===== src/sacr_pkg.sv =====
// Types and constants of the serial converter channel reader.
package sacr_pkg;

	localparam int unsigned COMMAND_BITS = 5;
	localparam int unsigned READ_BITS    = 13;
	localparam int unsigned HALF_W       = 16;
	localparam int unsigned RAW_W        = 12;
	localparam int unsigned SCALED_W     = 10;
	localparam int unsigned CODE_W       = 4;

	localparam logic [HALF_W-1:0]       HALF_PERIOD_RST = 16'd400;
	localparam logic [COMMAND_BITS-1:0] CMD_START_BIT   = 5'h10;

	typedef struct packed {
		logic              start_req;
		logic [CODE_W-1:0] channel_code;
		logic              data_in;
	} sacr_in_t;

	// Sequencer result before scaling.
	typedef struct packed {
		logic             chip_select;
		logic             serial_clock;
		logic             data_out;
		logic             data_drive;
		logic             busy_res;
		logic             done_res;
		logic [RAW_W-1:0] raw_value;
	} sacr_res_t;

	typedef struct packed {
		logic                chip_select;
		logic                serial_clock;
		logic                data_out;
		logic                data_drive;
		logic                busy_res;
		logic                done_res;
		logic [RAW_W-1:0]    raw_value;
		logic [SCALED_W-1:0] scaled_value;
	} sacr_out_t;

endpackage


===== src/sacr_seq.sv =====
// Transaction sequencer: one tick per accepted item, serial clock and shift registers.
module sacr_seq (
	input  logic                             clk,
	input  logic                             arst_n,
	input  logic                             cfg_we,
	input  logic [sacr_pkg::HALF_W-1:0]      cfg_data,
	input  logic                             step,
	input  sacr_pkg::sacr_in_t               item,
	output sacr_pkg::sacr_res_t              res
);
	import sacr_pkg::*;

	localparam logic [1:0] PH_IDLE = 2'd0;
	localparam logic [1:0] PH_CMD  = 2'd1;
	localparam logic [1:0] PH_GAP  = 2'd2;
	localparam logic [1:0] PH_READ = 2'd3;

	logic [HALF_W-1:0]       half_q;
	logic [1:0]              phase_q, phase_n;
	logic [3:0]              bit_q, bit_n, bit_inc;
	logic [HALF_W-1:0]       tick_q, tick_n;
	logic [COMMAND_BITS-1:0] cmd_q, cmd_n;
	logic [READ_BITS-1:0]    smp_q, smp_n;
	logic                    sclk_q, sclk_n;
	logic [RAW_W-1:0]        held_q, held_n;
	logic                    done;
	logic [HALF_W-1:0]       hp;
	logic [HALF_W:0]         tick_sum;
	logic                    tick_last;

	// A zero half period runs as one tick.
	assign hp        = (half_q == '0) ? HALF_W'(1) : half_q;
	assign tick_sum  = {1'b0, tick_q} + (HALF_W+1)'(1);
	assign tick_last = !(tick_sum < {1'b0, hp});
	assign bit_inc   = bit_q + 4'd1;

	always_comb begin
		phase_n = phase_q;
		bit_n   = bit_q;
		tick_n  = tick_q;
		cmd_n   = cmd_q;
		smp_n   = smp_q;
		sclk_n  = sclk_q;
		held_n  = held_q;
		done    = 1'b0;
		if (phase_q == PH_IDLE) begin
			if (item.start_req) begin
				phase_n = PH_CMD;
				cmd_n   = CMD_START_BIT | {1'b0, item.channel_code};
				bit_n   = '0;
				tick_n  = '0;
				sclk_n  = 1'b0;
				smp_n   = '0;
			end
		end else if (!tick_last) begin
			tick_n = tick_sum[HALF_W-1:0];
		end else begin
			tick_n = '0;
			unique case (phase_q)
				PH_CMD: begin
					if (!sclk_q) begin
						sclk_n = 1'b1;
					end else begin
						// falling edge: advance to the next command bit
						sclk_n = 1'b0;
						cmd_n  = {cmd_q[COMMAND_BITS-2:0], 1'b0};
						bit_n  = bit_inc;
						if (bit_inc >= 4'(COMMAND_BITS)) begin
							phase_n = PH_GAP;
							bit_n   = '0;
						end
					end
				end
				PH_GAP: begin
					sclk_n  = 1'b1;
					phase_n = PH_READ;
					smp_n   = '0;
				end
				PH_READ: begin
					if (sclk_q) begin
						sclk_n = 1'b0;
					end else begin
						// end of low half: sample the data line
						smp_n = {smp_q[READ_BITS-2:0], item.data_in};
						bit_n = bit_inc;
						if (bit_inc >= 4'(READ_BITS)) begin
							held_n  = smp_n[RAW_W-1:0];
							phase_n = PH_IDLE;
							bit_n   = '0;
							done    = 1'b1;
						end else begin
							sclk_n = 1'b1;
						end
					end
				end
				default: begin
				end
			endcase
		end
	end

	always_comb begin
		res.chip_select  = (phase_n == PH_IDLE);
		res.serial_clock = (phase_n != PH_IDLE) && sclk_n;
		res.data_out     = (phase_n == PH_CMD) && cmd_n[COMMAND_BITS-1];
		res.data_drive   = (phase_n == PH_CMD);
		res.busy_res     = (phase_n != PH_IDLE);
		res.done_res     = done;
		res.raw_value    = held_n;
	end

	always_ff @(posedge clk or negedge arst_n) begin
		if (!arst_n) begin
			half_q <= HALF_PERIOD_RST;
		end else if (cfg_we) begin
			half_q <= cfg_data;
		end
	end

	always_ff @(posedge clk or negedge arst_n) begin
		if (!arst_n) begin
			phase_q <= PH_IDLE;
			bit_q   <= '0;
			tick_q  <= '0;
			cmd_q   <= '0;
			smp_q   <= '0;
			sclk_q  <= 1'b0;
			held_q  <= '0;
		end else if (step) begin
			phase_q <= phase_n;
			bit_q   <= bit_n;
			tick_q  <= tick_n;
			cmd_q   <= cmd_n;
			smp_q   <= smp_n;
			sclk_q  <= sclk_n;
			held_q  <= held_n;
		end
	end

endmodule


===== src/spi_adc_channel_reader.sv =====
// Serial converter channel reader: a bit-banged master for a 12-bit converter, stepped
// one tick per input item. It takes one item every cycle while in_stall is low; the
// result for an item sits in the output register from the cycle after it is accepted
// and is held while out_stall is high, during which in_stall is raised. Each item is
// one tick of the serial timing: a start request while idle opens a transaction of five
// command bits (low half then high half each), one low gap half and thirteen read clocks,
// every half lasting half_period ticks (zero counts as one). The sequencer updates its
// state in the same cycle it accepts the item, so the rate is set by nothing but the
// output register. scaled_value is raw_value*1023/4095, formed from the output register
// by a shift-subtract and a reciprocal step with no divider.
module spi_adc_channel_reader (
	input  logic                         clk,
	input  logic                         arst_n,
	input  logic                         cfg_we,
	input  logic [sacr_pkg::HALF_W-1:0]  cfg_data,
	input  logic                         in_valid,
	output logic                         in_stall,
	input  sacr_pkg::sacr_in_t           in_data,
	output logic                         out_valid,
	input  logic                         out_stall,
	output sacr_pkg::sacr_out_t          out_data
);
	import sacr_pkg::*;

	localparam int unsigned PROD_W = RAW_W + SCALED_W;

	sacr_res_t         res;
	sacr_res_t         res_q;
	logic              out_valid_q;
	logic              accept;
	logic [PROD_W-1:0] prod;
	logic [PROD_W-1:0] prod_adj;

	assign in_stall = out_valid_q && out_stall;
	assign accept   = in_valid && !in_stall;

	sacr_seq u_seq (
		.clk      (clk),
		.arst_n   (arst_n),
		.cfg_we   (cfg_we),
		.cfg_data (cfg_data),
		.step     (accept),
		.item     (in_data),
		.res      (res)
	);

	always_ff @(posedge clk or negedge arst_n) begin
		if (!arst_n) begin
			out_valid_q <= 1'b0;
		end else if (accept) begin
			out_valid_q <= 1'b1;
		end else if (!out_stall) begin
			out_valid_q <= 1'b0;
		end
	end

	always_ff @(posedge clk) begin
		if (accept) begin
			res_q <= res;
		end
	end

	// raw*1023, then divide by 4095 as (p + p/4096 + 1) / 4096; the sum stays below 2^22
	assign prod     = ({res_q.raw_value, {SCALED_W{1'b0}}}) - PROD_W'(res_q.raw_value);
	assign prod_adj = prod + PROD_W'(prod[PROD_W-1:RAW_W]) + PROD_W'(1);

	assign out_valid = out_valid_q;

	always_comb begin
		out_data.chip_select  = res_q.chip_select;
		out_data.serial_clock = res_q.serial_clock;
		out_data.data_out     = res_q.data_out;
		out_data.data_drive   = res_q.data_drive;
		out_data.busy_res     = res_q.busy_res;
		out_data.done_res     = res_q.done_res;
		out_data.raw_value    = res_q.raw_value;
		out_data.scaled_value = prod_adj[PROD_W-1:RAW_W];
	end

endmodule


===== config.mk =====
export PLATFORM = sky130hd
export DESIGN_NAME = spi_adc_channel_reader
export DESIGN_NICKNAME = d
export VERILOG_FILES = /design/src/sacr_pkg.sv /design/src/sacr_seq.sv /design/src/spi_adc_channel_reader.sv
export SDC_FILE = /design/constraint.sdc
export NUM_CORES = 1
export LEC_CHECK = 0
export ABC_CLOCK_PERIOD_IN_PS = 5750
export BUFFER_PORTS_ARGS = -buffer_cell sky130_fd_sc_hd__buf_2
export CORE_MARGIN = 4
export CORE_UTILIZATION = 35
export DETAILED_ROUTE_END_ITERATION = 16
export GPL_ROUTABILITY_DRIVEN = 0
export PLACE_DENSITY = 0.55
export SETUP_SLACK_MARGIN = 0.1
export SYNTH_ARGS = -nofsm -noshare
export SYNTH_HDL_FRONTEND = slang
export SYNTH_SLANG_ARGS = --single-unit

===== constraint.sdc =====
create_clock -name clk -period 5.75 [get_ports clk]
set_clock_uncertainty 0.15 [all_clocks]
set_input_delay 1.4375 -clock clk [delete_from_list [all_inputs] [get_ports clk]]
set_output_delay 1.4375 -clock clk [all_outputs]
set_load 0.02 [all_outputs]

# Word-level counts from Yosys, hierarchy flattened
# Cells that the tools add are included.
[totals] register_bits=86 output_inout_bits=30 word_cells=98 inputBits=27
[op_classes] eq_ne=9 n_reduce_logical=18 bitwise_logic=1 mux=45 n_addsub=5 n_lt_le_gt_ge=3
[ops] op="$mux W16" n=4
[ops] op="$mux W12" n=5
[ops] op="$mux W11" n=4
[ops] op="$mux W4" n=7
[ops] op="$mux W5" n=5
[ops] op="$add A22 B1 Y22 const B" n=1
[ops] op="$add A22 B10 Y22" n=1
[ops] op="$pmux W11 S2" n=1
[ops] op="$sub A22 B12 Y22" n=1
[ops] op="$add A16 B1 Y17 const B" n=1
[ops] op="$lt A17 B16 Y1" n=1
[ops] op="$logic_not A16 Y1" n=1
[ops] op="$mux W2" n=7
[ops] op="$reduce_and A5 Y1" n=2
[ops] op="$mux W1" n=9
[ops] op="$pmux W4 S2" n=1
[ops] op="$pmux W2 S3" n=1
[ops] op="$reduce_and A6 Y1" n=1
[ops] op="$reduce_bool A2 Y1" n=3
[ops] op="$reduce_bool A3 Y1" n=2
[ops] op="$add A4 B1 Y4 const B" n=1
[ops] op="$eq A2 B1 Y1 const B" n=2
[ops] op="$eq A2 B2 Y1 const B" n=2
[ops] op="$ge A4 B3 Y1 const B" n=1
[ops] op="other kinds (12)" n=17

# Logic depth before layout (Yosys ltp)
[logic_depth] depth_word=9 mapped_depth=17 ltp_nobuf=15

# Hierarchy
# A second synthesis with hierarchy kept.
[hier_totals] cells_unflattened=524 area_unflattened_um2=5454.0
[by_module_without_submodules] module="sacr_seq" cells_per_inst=369 n_inst=1 area_per_inst_um2=3923.8 seq_area_each_um2=1680.4
[by_module_without_submodules] module="spi_adc_channel_reader" cells_per_inst=155 n_inst=1 area_per_inst_um2=1530.2 seq_area_each_um2=565.5

# Worst setup path before layout
# Ideal clock, no wire load.
[synth_path] kind="register to output" from="register res_q, in the netlist out_data[11]" to="output port out_data[9] in the netlist's numbering" path_buffers=2 path_stages_with_launch=17 arrival_ps=4081 path_slack_ps=82 required_time_ps=4163 path_cell_list="edfxtp_1 -> ha_1 -> clkbuf_1 -> a2111oi_2 -> nand2_1 -> or2_1 -> or3_1 -> xnor2_1 -> ha_1 -> nand4_1 -> a21oi_1 -> o21ai_0 -> a221oi_2 -> and3_1 -> buf_2 -> nand4_1 -> xnor2_1"
[synth_rtl] element="from (decl)" line_no="spi_adc_channel_reader.sv:28" text="sacr_res_t res_q;"
[synth_rtl] element="from (signal assigned)" line_no="spi_adc_channel_reader.sv:59" text="res_q <= res;"
[synth_rtl] element="to (decl)" line_no="spi_adc_channel_reader.sv:21" text="output sacr_pkg::sacr_out_t out_data"

==> results.yml <==
floorplanning:
  die_h_um: 133.7
  rows: 45
  die_w_um: 133.7
  core-area_um2: 15370
  initial_core_util_pct: 36.00
  io_pins: 57
  dieArea_um2: 17880
setup_path:
  cp_slowest_stage_delay_ns: 0.44
  r2r_cells: 12
  cp_cell_sequence: "buf_4 > inv_1 > ha_4 > or3b_4 > nor4_4 > buf_4 > nor4_2 > xor2_1 > ha_1 > nand4_1 > a21oi_1 > o21ai_1 > a221oi_2 > and3_4 > nand4_1 > xnor2_1 > buf_4"
  worst-r2r-setup-slack_ns: 0.94
  path_buf_inv: 4
  crit_type: "reg -> out"
  cp-end-kind: "output port"
  worstPathArrival_ns: 3.99
  r2r_start: "u_seq.tick_q[4]$_DFFE_PN0P_"
  startpoint_type: "flip-flop"
  timing.rr.end: "out_data[26]$_DFFE_PP_"
  crit_required_ns: 4.16
  crit_path_frequent_cell: "buf_4"
  crit_family: "simple AND/OR/NAND/NOR gates"
  crit_fanout: 5
  critPathSlowestCell: "edfxtp_1"
yosys:
  yosysSeqAreaShare_pct: 40.59
  synth-seq-cells: 86
  syn_area_per_cell_um2: 9.758
  synth_top_cell_by_area: "dfrtp_1"
  ys.flop_type: "dfrtp_1"
  async_flop_share_pct: 79.07
  ys.warnings.count: 0
  yosys-top-cells-area: "dfrtp_1 29%, edfxtp_1 9.8%, mux2_2 7.7%"
  syn_inst: 567
  synthesis.area_um2: 5533
  synth.distinct_cells: 78
  synth_edf_count: 18
  synth_commonest_cells: "65 x dfrtp_1, 65 x nand2_1, 44 x o21ai_0"
  yosysTopAreaCellShare_pct: 29.40
  synth_fp_nets: 625
global_route:
  grt.total_usage_pct: 14.71
  grt_pass1_vias: 4339
  overflow: 0
  grt_max_degree: 43
  antenna_found_initial: 0
  grt_pass1_wl_mm: 21.62
clock_network:
  htree_levels: 3
  cts.clk_slew.worst_paths_ns: 0.06
  cts_made_buffers: 9
  clockBufferDepth: 2
  cts_tree: "yes"
  clkSinkCount: 86
  cts_root_buf: "clkbuf_16"
  clkLatencyLatePin_ns: 0.34
  holdBufCountCts: 0
worst_hold_path:
  whs_path_depth: 1
  hp-start: "u_seq.cmd_q[1]$_DFFE_PN0P_"
  holdPathEnd: "u_seq.cmd_q[1]$_DFFE_PN0P_"
  hold_class: "reg -> reg"
pwr:
  vdd_drop_max_mv: 0.1517
  finalPower_mw: 1.844
  power_density_nw_per_um2: 276.1
  p_leak_nw: 3.037
final_layout:
  area_growth_pct: 20.71
  instances_no_fill: 854
  layout.nets: 696
  fin_area_um2: 6679
  diodes: 0
  drive_gt1_share_pct: 27.84
  n_fill_cell: 1481
routing:
  drtAntennaViolNets: 0
  drt_iter0_markers: 291
  wl_per_cell_um: 15.73
  drcViolationCount: 0
  via_per_inst: 5.262
  dr_total_vias: 4494
  first_pass_iters: 5
  routed_wl_mm: 13.43
sta:
  hold_viol_final: 0
  timing.final.max_slew_violations: 0
  relSlewSlack_pct: 29.62
  setup_viol: 0
  rsz0062_at_grt: "true"
  tightest_slew_ns: 1.052
  fmax_ghz: 0.1794
  whs_ns: 0.3515
  fin_crit_ns: 5.574
  period_share_pct: 96.94
run:
  drv_cap: 0
place:
  portBuffers: 56
  hpwl_mm: 9.632
  dp_cells: 822
  placed_area_um2: 6057
status:
  status: "complete, no violations"
-- worst max path at each step --
stage                           startpoint     endpoint  slack (ns)  cells past startpoint
floorplan           out_data[11]$_DFFE_PP_  out_data[9]        0.08                     16
finish              out_data[11]$_DFFE_PP_  out_data[9]        0.18                     17
CTS                 out_data[21]$_DFFE_PP_  out_data[9]        0.12                     16
global placement    out_data[21]$_DFFE_PP_  out_data[9]        0.33                     16
global route        out_data[11]$_DFFE_PP_  out_data[9]       -0.08                     17
detailed placement  out_data[21]$_DFFE_PP_  out_data[9]        0.14                     16
-- logic make-up (layout without fill, tap and decap cells) --
logic type	after synthesis	in the layout	share of synthesized area [%]
simple gates	188	188	17.64
compound gates	124	124	15.78
flops	86	86	40.59
buf+inv	58	134	4.364
mux	44	44	8.887
xor+xnor	35	35	5.540
fa+ha+maj	32	32	7.191
-- cells in the final DEF (no fill, tap or decap), types with 13 or more instances in the layout --
master / instances
dfrtp_1: 65
mux2_2: 38
buf_4: 32
inv_1: 32
nand2_1: 65
xor2_1: 13
edfxtp_1: 18
buf_2: 52
o21ai_0: 43
a21oi_1: 19
ha_1: 27
nor2_1: 28
xnor2_1: 21
and3_1: 13
nand3_1: 18
-- stage by stage --
step	utilization (%)	setup TNS [ns]	worst slack, ns
final	43.45	0	0.1762
after global routing	43.45	-0.1139	-0.07954
after CTS	42.07	0	0.1182
after detailed placement	39.41	0	0.1428
after global placement	39.41	0	0.3286
after floorplan	-	0	0.08156
-- metal layers --
| metal | GRT usage, % | wire [µm] |
|---|---|---|
| met1 | 19.68 | 6214 |
| met4 | 3.486 | 138 |
| met3 | 3.021 | 493 |
| met5 | 0 | 0 |
| met2 | 24.51 | 6589 |
-- flip-flops by register name (all words and copies together), names as in the netlist --
| register | count |
|---|---|
| u_seq.smp_q | 11 |
| u_seq.held_q | 12 |
| u_seq.phase_q | 2 |
| u_seq.tick_q | 16 |
| u_seq.sclk_q | 1 |
| u_seq.cmd_q | 5 |
| u_seq.bit_q | 4 |
| u_seq.half_q | 16 |
| out_valid | 1 |
| out_data | 18 |
-- where the power goes --
group | switching, mW | leakage (nW) | total (mW) | internal [mW]
sequential | 0.0762 | 1.06 | 0.763 | 0.687
combinational | 0.277 | 1.83 | 0.464 | 0.188
clock | 0.236 | 0.151 | 0.616 | 0.380
-- final cells by class --
type / instances / area (µm²) / share of cell area [%]
clock buffers: 10 / 229.0 / 3.428
multi-input cells: 423 / 3219 / 48.20
inverters: 33 / 123.9 / 1.855
well taps: 211 / 264.0 / 3.953
repair buffers: 85 / 511.7 / 7.662
flip-flops and latches: 86 / 2246 / 33.63
clock inverters: 6 / 85.08 / 1.274
-- timing repair --
action                                  in CTS  in global routing
resized for setup                           11                 27
hold endpoints to repair                     0                  0
cloned                                       0                  0
setup buffers                                7                  9
endpoints found under the setup margin      10                 10
pin swaps                                    7                 16
(Power assumes the default switching activity.)
